`src/hdl/ycbcr422_to_rgb_macros.svh`:
```
// Assertion macros for the 4:2:2 to RGB converter.
`ifndef YCBCR422_TO_RGB_MACROS_SVH
`define YCBCR422_TO_RGB_MACROS_SVH

`ifndef SYNTH
`define YCR_ASSERT_IMP(lbl, clk, rst_n, ante, cons) \
    lbl: assert property (@(posedge clk) disable iff (!rst_n) (ante) |-> (cons)) \
        else $error("assertion failed");
`define YCR_ASSERT_NXT(lbl, clk, rst_n, ante, cons) \
    lbl: assert property (@(posedge clk) disable iff (!rst_n) (ante) |=> (cons)) \
        else $error("assertion failed");
`else
`define YCR_ASSERT_IMP(lbl, clk, rst_n, ante, cons)
`define YCR_ASSERT_NXT(lbl, clk, rst_n, ante, cons)
`endif

`endif

```
`src/hdl/ycr_pkg.sv`:
```
package ycr_pkg;

    localparam int CFG_W         = 12;
    localparam int CFG_RESET     = 360;
    localparam int MAX_PAIRS_DEF = 2048;

    // Q16 scale and color coefficients
    localparam int K_LUMA   = 76309;
    localparam int K_CHROMA = 74605;
    localparam int K_RV     = 91920;
    localparam int K_GU     = 22570;
    localparam int K_GV     = 46818;
    localparam int K_BU     = 116195;

    // chroma scale folded into each coefficient (Q32)
    localparam logic [35:0] C_RV = 36'(K_RV) * 36'(K_CHROMA);
    localparam logic [35:0] C_GU = 36'(K_GU) * 36'(K_CHROMA);
    localparam logic [35:0] C_GV = 36'(K_GV) * 36'(K_CHROMA);
    localparam logic [35:0] C_BU = 36'(K_BU) * 36'(K_CHROMA);

    localparam int SUM_W = 44;
    localparam int FRAC_W = 32;

    localparam int FIFO_DEPTH = 8;
    localparam int FIFO_AW    = 3;

    typedef logic signed [SUM_W-1:0] t_sum;

    typedef struct packed {
        logic [7:0] red;
        logic [7:0] green;
        logic [7:0] blue;
        logic       line_done;
        logic       run_last;
    } t_pix;

    function automatic logic [7:0] clip_q32(input t_sum s);
        logic [SUM_W-FRAC_W-1:0] t;
        t = s[SUM_W-1:FRAC_W];
        if (s[SUM_W-1]) begin
            return 8'd0;
        end else if (t >= (SUM_W-FRAC_W)'(255)) begin
            return 8'd255;
        end else begin
            return t[7:0];
        end
    endfunction

endpackage

```
`src/hdl/ycbcr422_to_rgb.sv`:
```
// 4:2:2 YCbCr to RGB converter (BT.601 coefficients).
// Input channel: i_valid / o_stall with i_chroma and i_luma, one pixel word per
// transfer. Even words of a line carry Cb, odd words carry Cr.
// Output channel: o_valid / i_stall with o_red, o_green, o_blue, o_line_done and
// o_run_last. An input word yields zero, one or two pixels; o_run_last marks the
// last pixel caused by a word, o_line_done the final pixel of a line.
// Config: i_cfg_wr_en / i_cfg_wr_data set pixel pairs per line (reset 360).
// Throughput: one input word per cycle while o_stall is low. An input transfer
// reaches the output through the job register, product register and output queue.
// An 8-entry output queue decouples the receiver; o_stall rises when the queue
// and the pixels in flight could not take two more results, so a stalled
// receiver backs the input up after a few words and nothing is lost.
// Reset (synchronous, active low) empties the queue, restarts the line at an
// even word with no pixel pending and reloads the pairs-per-line register.
`include "ycbcr422_to_rgb_macros.svh"

module ycbcr422_to_rgb
    import ycr_pkg::*;
#(
    parameter int MAX_PAIRS = MAX_PAIRS_DEF
) (
    input  logic             i_clk,
    input  logic             i_rst_n,
    input  logic             i_cfg_wr_en,
    input  logic [CFG_W-1:0] i_cfg_wr_data,
    input  logic             i_valid,
    output logic             o_stall,
    input  logic [7:0]       i_chroma,
    input  logic [7:0]       i_luma,
    output logic             o_valid,
    input  logic             i_stall,
    output logic [7:0]       o_red,
    output logic [7:0]       o_green,
    output logic [7:0]       o_blue,
    output logic             o_line_done,
    output logic             o_run_last
);

    localparam int W_IDX = $clog2(MAX_PAIRS);
    localparam int W_CMP = ($clog2(MAX_PAIRS + 1) > CFG_W) ? $clog2(MAX_PAIRS + 1) : CFG_W;

    // config and line state
    logic [CFG_W-1:0] r_ppl;
    logic             r_odd_phase, n_odd_phase;
    logic             r_odd_pending, n_odd_pending;
    logic [7:0]       r_held_cb, n_held_cb;
    logic [7:0]       r_held_cr, n_held_cr;
    logic [7:0]       r_held_luma, n_held_luma;
    logic [W_IDX-1:0] r_pair_idx, n_pair_idx;

    // job stage
    logic       r_j_vld, n_j_vld;
    logic       r_j_two, n_j_two;
    logic [7:0] r_j_y0, n_j_y0;
    logic [7:0] r_j_y1, n_j_y1;
    logic [7:0] r_j_cb, n_j_cb;
    logic [7:0] r_j_cr, n_j_cr;

    // product stage
    logic r_b_vld;
    logic r_b_two;
    t_sum r_b_y0, r_b_y1, r_b_rv, r_b_gu, r_b_gv, r_b_bu;

    // output queue
    t_pix               r_fifo [FIFO_DEPTH];
    logic [FIFO_AW-1:0] r_wptr, r_rptr;
    logic [FIFO_AW:0]   r_cnt;
    logic [FIFO_AW:0]   r_pend;

    logic             acc;
    logic [1:0]       acc_n;
    logic             out_xfer;
    logic [W_CMP-1:0] cfg_x, eff, idx_next;
    logic             line_end;

    logic signed [8:0] dy0, dy1, du, dv;
    t_pix              pix_a, pix_b;
    logic [1:0]        push_n;

    assign o_stall  = r_pend > (FIFO_AW+1)'(FIFO_DEPTH - 2);
    assign acc      = i_valid && !o_stall;
    assign o_valid  = r_cnt != '0;
    assign out_xfer = o_valid && !i_stall;

    assign cfg_x    = W_CMP'(r_ppl);
    assign idx_next = W_CMP'(r_pair_idx) + W_CMP'(1);
    assign line_end = idx_next >= eff;

    always_comb begin
        if (cfg_x == '0) begin
            eff = W_CMP'(1);
        end else if (cfg_x > W_CMP'(MAX_PAIRS)) begin
            eff = W_CMP'(MAX_PAIRS);
        end else begin
            eff = cfg_x;
        end
    end

    // word decode and job build
    always_comb begin
        n_odd_phase   = r_odd_phase;
        n_odd_pending = r_odd_pending;
        n_held_cb     = r_held_cb;
        n_held_cr     = r_held_cr;
        n_held_luma   = r_held_luma;
        n_pair_idx    = r_pair_idx;
        n_j_vld       = 1'b0;
        n_j_two       = 1'b0;
        n_j_y0        = r_held_luma;
        n_j_y1        = i_luma;
        n_j_cb        = r_held_cb;
        n_j_cr        = i_chroma;
        acc_n         = 2'd0;
        if (acc) begin
            if (!r_odd_phase) begin
                if (r_odd_pending) begin
                    n_j_vld       = 1'b1;
                    n_j_cb        = i_chroma;
                    n_j_cr        = r_held_cr;
                    acc_n         = 2'd1;
                    n_odd_pending = 1'b0;
                end
                n_held_cb   = i_chroma;
                n_held_luma = i_luma;
                n_odd_phase = 1'b1;
            end else begin
                n_odd_phase = 1'b0;
                n_j_vld     = 1'b1;
                if (line_end) begin
                    n_j_two       = 1'b1;
                    acc_n         = 2'd2;
                    n_pair_idx    = '0;
                    n_odd_pending = 1'b0;
                end else begin
                    acc_n         = 2'd1;
                    n_held_cr     = i_chroma;
                    n_held_luma   = i_luma;
                    n_odd_pending = 1'b1;
                    n_pair_idx    = r_pair_idx + W_IDX'(1);
                end
            end
        end
    end

    assign dy0 = $signed({1'b0, r_j_y0}) - 9'sd16;
    assign dy1 = $signed({1'b0, r_j_y1}) - 9'sd16;
    assign du  = $signed({1'b0, r_j_cb}) - 9'sd128;
    assign dv  = $signed({1'b0, r_j_cr}) - 9'sd128;

    // sums and clipping
    always_comb begin
        pix_a.red       = clip_q32(r_b_y0 + r_b_rv);
        pix_a.green     = clip_q32(r_b_y0 - r_b_gu - r_b_gv);
        pix_a.blue      = clip_q32(r_b_y0 + r_b_bu);
        pix_a.line_done = 1'b0;
        pix_a.run_last  = !r_b_two;
        pix_b.red       = clip_q32(r_b_y1 + r_b_rv);
        pix_b.green     = clip_q32(r_b_y1 - r_b_gu - r_b_gv);
        pix_b.blue      = clip_q32(r_b_y1 + r_b_bu);
        pix_b.line_done = 1'b1;
        pix_b.run_last  = 1'b1;
        push_n          = r_b_vld ? (r_b_two ? 2'd2 : 2'd1) : 2'd0;
    end

    always_ff @(posedge i_clk) begin
        if (!i_rst_n) begin
            r_ppl         <= CFG_W'(CFG_RESET);
            r_odd_phase   <= 1'b0;
            r_odd_pending <= 1'b0;
            r_held_cb     <= 8'd128;
            r_held_cr     <= 8'd128;
            r_held_luma   <= 8'd16;
            r_pair_idx    <= '0;
            r_j_vld       <= 1'b0;
            r_b_vld       <= 1'b0;
            r_wptr        <= '0;
            r_rptr        <= '0;
            r_cnt         <= '0;
            r_pend        <= '0;
        end else begin
            if (i_cfg_wr_en) begin
                r_ppl <= i_cfg_wr_data;
            end
            r_odd_phase   <= n_odd_phase;
            r_odd_pending <= n_odd_pending;
            r_held_cb     <= n_held_cb;
            r_held_cr     <= n_held_cr;
            r_held_luma   <= n_held_luma;
            r_pair_idx    <= n_pair_idx;
            r_j_vld       <= n_j_vld;
            r_b_vld       <= r_j_vld;
            r_wptr        <= r_wptr + FIFO_AW'(push_n);
            r_rptr        <= r_rptr + FIFO_AW'(out_xfer);
            r_cnt         <= r_cnt + (FIFO_AW+1)'(push_n) - (FIFO_AW+1)'(out_xfer);
            r_pend        <= r_pend + (FIFO_AW+1)'(acc_n) - (FIFO_AW+1)'(out_xfer);
        end
    end

    // payload, no reset
    always_ff @(posedge i_clk) begin
        r_j_two <= n_j_two;
        r_j_y0  <= n_j_y0;
        r_j_y1  <= n_j_y1;
        r_j_cb  <= n_j_cb;
        r_j_cr  <= n_j_cr;
        r_b_two <= r_j_two;
        r_b_y0  <= t_sum'(dy0 * $signed(SUM_W'(K_LUMA))) <<< 16;
        r_b_y1  <= t_sum'(dy1 * $signed(SUM_W'(K_LUMA))) <<< 16;
        r_b_rv  <= t_sum'(dv * $signed(SUM_W'(C_RV)));
        r_b_gu  <= t_sum'(du * $signed(SUM_W'(C_GU)));
        r_b_gv  <= t_sum'(dv * $signed(SUM_W'(C_GV)));
        r_b_bu  <= t_sum'(du * $signed(SUM_W'(C_BU)));
        if (r_b_vld) begin
            r_fifo[r_wptr] <= pix_a;
            if (r_b_two) begin
                r_fifo[r_wptr + FIFO_AW'(1)] <= pix_b;
            end
        end
    end

    assign o_red       = r_fifo[r_rptr].red;
    assign o_green     = r_fifo[r_rptr].green;
    assign o_blue      = r_fifo[r_rptr].blue;
    assign o_line_done = r_fifo[r_rptr].line_done;
    assign o_run_last  = r_fifo[r_rptr].run_last;

    `YCR_ASSERT_IMP(a_pend_bound, i_clk, i_rst_n, 1'b1, r_pend <= (FIFO_AW+1)'(FIFO_DEPTH))
    `YCR_ASSERT_IMP(a_cnt_le_pend, i_clk, i_rst_n, 1'b1, r_cnt <= r_pend)
    `YCR_ASSERT_IMP(a_pending_even, i_clk, i_rst_n, r_odd_pending, !r_odd_phase)
    `YCR_ASSERT_NXT(a_odd_job, i_clk, i_rst_n, acc && r_odd_phase, r_j_vld)

endmodule

```
`config.mk`:
```
export PLATFORM = sky130hd
export DESIGN_NAME = ycbcr422_to_rgb
export DESIGN_NICKNAME = d
export VERILOG_FILES = /design/src/hdl/ycr_pkg.sv /design/src/hdl/ycbcr422_to_rgb.sv
export VERILOG_INCLUDE_DIRS = /design/src /design/src/hdl
export SDC_FILE = /design/constraint.sdc
export NUM_CORES = 2
export LEC_CHECK = 0
export BUFFER_PORTS_ARGS = -buffer_cell sky130_fd_sc_hd__buf_2
export CAP_MARGIN = 20
export CORE_ASPECT_RATIO = 0.5
export CORE_MARGIN = 2
export CORE_UTILIZATION = 60
export DETAILED_ROUTE_END_ITERATION = 10
export HOLD_SLACK_MARGIN = 0.15
export MAX_ROUTING_LAYER = met4
export PLACE_DENSITY = 0.76
export SLEW_MARGIN = 20
export SYNTH_ARGS = -nofsm -noshare
export SYNTH_HDL_FRONTEND = slang
export SYNTH_SLANG_ARGS = --single-unit
```
`constraint.sdc`:
```
create_clock -name i_clk -period 7.3 [get_ports i_clk]
set_clock_uncertainty 0.1 [all_clocks]
set_input_delay 0.73 -clock i_clk [delete_from_list [all_inputs] [get_ports i_clk]]
set_output_delay 0.73 -clock i_clk [all_outputs]
set_load 0.1 [all_outputs]
```
* Word-level counts from Yosys, hierarchy flattened *
Memory sizes are Yosys's and may differ from the RTL's. A register that Yosys moved wholly into a read port is not among the register bits.
Cells that the tools add are included.

storage, ports and cells
  register bits after elaboration = 325
  memory bits (writable) = 208
  bits of input ports = 33
  output and inout port bits = 28
  logic and storage cells = 118
  memories = 1

cells by class
  add/subtract/negate cells = 21
  multiply operators = 6
  $lt $le $gt $ge = 9
  eq/ne operators = 1
  mux-type cells = 41
  bitwise logic cells = 2
  reduce and logical (&&, ||, !) cells = 12

memory list
  name    words  bits a word  rd ports  clocked after memory_dff  write ports  line                   text
  r_fifo  8      26           1         1                         2            ycbcr422_to_rgb.sv:65  t_pix r_fifo [FIFO_DEPTH];

operators with widths
  cell                   number
  $add 44x44->44         4
  $sub 44x44->44         4
  $mux 8                 20
  $ge 12x8->1 const B    6
  $mul 9x18->27 const B  2
  $mul 9x35->44 const B  1
  $mul 9x32->41 const B  1
  $mul 9x31->40 const B  1
  $mul 9x30->39 const B  1
  $mux 12                2
  $sub 8x5->9 const B    2
  $sub 8x8->9 const B    2
  $add 11x1->12 const B  1
  $ge 12x12->1           1
  $gt 12x12->1 const B   1
  $logic_not 12->1       1
  $mux 1                 12
  $add 11x1->11 const B  1
  $mux 11                1
  $mux 2                 5
  $add 4x2->4            2
  $reduce_and 2->1       4
  $sub 4x1->4            2
  $gt 4x3->1 const B     1
  other kinds (10)       14

* Logic depth before layout (Yosys ltp) *
  depth in word-level cells = 9
  gate-level depth with buffers = 24

* Worst setup path after synthesis *
No wires, ideal clock.

  path kind = reg2reg
  from = reg r_j_cr[7]
  to = reg r_b_rv[42]
  setup time = 130 ps
  arrival time = 5690 ps
  slack = 1381 ps
  cell stages (with the launch flop) = 20
  period minus slack after synthesis = 5919 ps
  cells stage by stage = dfxtp_1 inv_1 ha_1 inv_1 fa_1 fa_1 inv_1 ha_1 fa_1 a211oi_1 o21a_1 o21ai_1 o311ai_0 o31ai_1 a41oi_1 a21oi_1 and4_1 a2111oi_1 a21oi_1 xnor2_1

between the ends
  word-level cells in the longest chain between the ends = 2

ends and longest elaborated chain
  item                    line                    text
  from (decl)             ycbcr422_to_rgb.sv:57   logic [7:0] r_j_cr, n_j_cr;
  from (signal assigned)  ycbcr422_to_rgb.sv:205  r_j_cr <= n_j_cr;
  $sub 8x8->9             ycbcr422_to_rgb.sv:148  assign dv = $signed({1'b0, r_j_cr}) - 9'sd128;
  $mul 9x30->39           ycbcr422_to_rgb.sv:209  r_b_rv <= t_sum'(dv * $signed(SUM_W'(C_RV)));
  to (signal assigned)    ycbcr422_to_rgb.sv:209
  to (decl)               ycbcr422_to_rgb.sv:62   t_sum r_b_y0, r_b_y1, r_b_rv, r_b_gu, r_b_gv, r_b_bu;

No other way between the ends.
A chain may end at the register's enable or synchronous reset.

* Worst setup path after layout *
  from = reg r_j_cr[4]
  to = reg r_b_rv[42]

Same word-level chain as after synthesis.

==> summary.txt <==
Syn. warnings: 0
initial antenna violation count: 2
drt wl/cell: 21.77 µm
Final Power: 20.76 mW
top cells by area, synth: ha_1, dfxtp_1, edfxtp_1
GRT Util Overall: 0.3179
die span in x: 383.5 µm
core area: 0.07114 mm²
setup slack after layout: 0.6226 ns
DP Area: 0.04466 mm²
share of the synthesized area in the top cell type: 0.2424
Top FF cell, synth: dfxtp_1
cell taking the most area after synthesis: ha_1
Nets: 5369
largest fanout on the critical path: 6
htree depth: 2
die height: 193.7 µm
DRT antenna net count: 0
TritonCTS Buffers: 46
Setup CP Type: reg2reg
via count: 32170
hold_ws: 0.2305 ns
first-pass GRT wire length: 179300 µm
vias in the first global route: 32160
largest family of logic cells by synthesized area: adder cells
maximum vdd ir drop: 294.9 µV
status: finished, final reports clean
fin crit share: 0.9147
Starting Density: 0.6072
Switch Pwr: 10.42 mW
Mapped Avg Cell Area: 10.35 µm²
post-synthesis sequential area ratio: 0.2748
Reg area: 0.01188 mm²
RSZ-0062 raised after global routing: false
Post-synth top cells: ha_1, inv_1, dfxtp_1
post-synth cell types: 84
Fin Setup TNS: 0 ns
Max Buffers Root-to-Sink: 3
Synth Instances: 4175
I/O Buffers: 60
multiplexer share of the synthesized area: 0.04411
Synth Area in XOR/XNOR: 0.04377
max_cap viols: 0
worst-skew pair later-pin latency: 0.62 ns
Leak: 22.78 nW
count leader, synth: ha_1
setup violators final: 0
fillers: 5685
Int Power: 10.35 mW
DRT iter0 DRCs: 2905
Fmax: 149.8 MHz
Period minus WS final: 6.677 ns
share of cells above drive strength 1: 0.07847
pins over their slew limit: 0
Rows: 69
Vias/cell: 6.137
DRT Wirelength: 114200 µm
IO Pins: 61
area of the multi-input gates: 0.02904 mm²
Clock power frac: 0.124
Sequential Power Share: 0.198
Worst Path Required: 7.68 ns
HPWL after DPL: 90840 µm
simple-gate area share of the yosys netlist: 0.08878
Final Instance Area: 0.04634 mm²
Yosys reg bits: 497
Combinational Power Share: 0.678
Post-synth EDFFs: 192
Synth Area in Compound Gates: 0.1343
Layout area overhead: 7.264%
largest net degree at the start of global routing: 74
Least-Margin Pin Slew: 1.158 ns
Sw Ratio: 0.5017
Hold Path Class: reg2reg
type of origin of the critical path: flip-flop
pre-CTS setup slack: 0.7419 ns
Post-CTS Setup Inserts: 0
post-synthesis net count: 5299
residual DRC count: 0
Root Buffer: clkbuf_16
Overflow after GRT: 0
Async SR Flop Fraction: 0
post-synth design cell area: 0.04320 mm²
Placer Congestion: 0.9803
clk sink count: 497
CTS tree: done
Final Hold Viols: 0
relative max-transition margin: 0.2195
Setup crit end kind: flip-flop
drt first pass iters: 8
DIE AREA: 0.07429 mm²
Post-Synth Adder-Cell Area: 0.3601
pwr/cell area: 448.1 mW/mm²
clk slew on worst S/H paths: 0.08 ns
Worst Path Arrival: 7.06 ns
==> power by group through the flow <==
stage	registers, mW	clock network, mW	logic (mW)
finish	4.10	2.58	14.1
CTS	4.08	2.59	13.9
global route	4.12	2.70	15.6
detailed placement	4.14	0	13.7
floorplan	3.79	0	10.4
global placement	4.14	0	13.4
==> per-layer routing <==
metal,track usage,up-vias,part of all wire
met2,0.4746,1362,0.43
met5,-,-,0
li1,-,15100,-
met3,0.06266,257,0.089
met4,0.08264,0,0.030
met1,0.4430,15460,0.45
==> sequential cells by signal (all words and copies together) (netlist names), 11 cells and up <==
signal and flops:
cfg_x 12, r_b_rv 27, r_b_y1 27, r_b_gv 41
r_b_y0 27, r_fifo 208, r_b_gu 39, r_b_bu 29
r_pair_idx 11
==> cell usage in the layout, fill, tap and decap left out, types with 19 or more instances in the layout <==
master and n:
nand2b_1 38, a21oi_1 175, o21a_1 35, clkbuf_16 46, o22ai_1 125, mux2i_1 25
xnor2_1 148, dfxtp_1 303, o32ai_1 64, ha_1 837, o21ai_0 129, mux4_2 52
nand3_1 78, xor2_1 65, nor2b_1 52, a211oi_1 29, buf_2 60, a21o_1 102
nor2_1 186, edfxtp_1 192, o21bai_1 19, a21boi_0 23, nor3_1 63, and2_1 24
mux2_2 43, or2_2 32, nand4_1 23, fa_1 254, nand2_1 187, and3_1 33
buf_4 24, inv_1 548
==> cell type report <==
class                      instances  area share
antenna                            3   0.0001620
timing repair buffer              93     0.01234
sequential                       497      0.2563
clock buffer                      48     0.02522
clock inverter                    37    0.008884
inverter                         548     0.04439
multi-input combinational       3059      0.6268
tap                              958     0.02587
==> metrics by stage <==
stage | utilization | cells
6_report | 0.6513 | 5243
5_1_grt | 0.6513 | 5241
3_5_place_dp | 0.6278 | 5147
2_1_floorplan | - | 4175
4_1_cts | 0.6511 | 5240
3_3_place_gp | 0.6278 | 5147
==> cell families after synthesis <==
kind of cell,Yosys count
and+or+nand+nor,776
xor gates and xnor gates,215
adders and majority gates,1091
DFF,497
AOI/OAI and AO/OA,857
buffers and inverters,619
muxes,120
==> what timing repair did <==
item | in CTS | in global routing
hold buffers | 8 | 0
hold endpoints to repair | 8 | 0
gates resized for setup | 0 | 0
==> worst paths after layout <==
| check | start | end | slack (ns) | cells past startpoint |
|---|---|---|---|---|
| min | n_j_y0[3] | r_j_y0[3] | 0.23 | 0 |
| max | r_j_cr[4] | r_b_rv[42] | 0.62 | 19 |
| min reg2reg | n_j_y0[3] | r_j_y0[3] | 0.23 | 0 |
| max reg2reg | r_j_cr[4] | r_b_rv[42] | 0.62 | 19 |
==> worst max-delay path, cell delays in order, from the launching register on <==
cell and delay, ns:
dfxtp_1 0.51, fa_1 0.48, ha_1 0.28, inv_1 0.05, fa_1 0.50, fa_1 0.55
inv_1 0.05, ha_1 0.33, fa_1 0.54, a211oi_1 0.36, o21a_1 0.20, o21ai_1 0.13
o311ai_0 0.64, o31ai_1 0.27, a41oi_1 0.32, a21oi_1 0.12, and4_1 0.22, a2111oi_1 0.57
a21oi_1 0.18, xnor2_1 0.15
(Power assumes the default switching activity.)
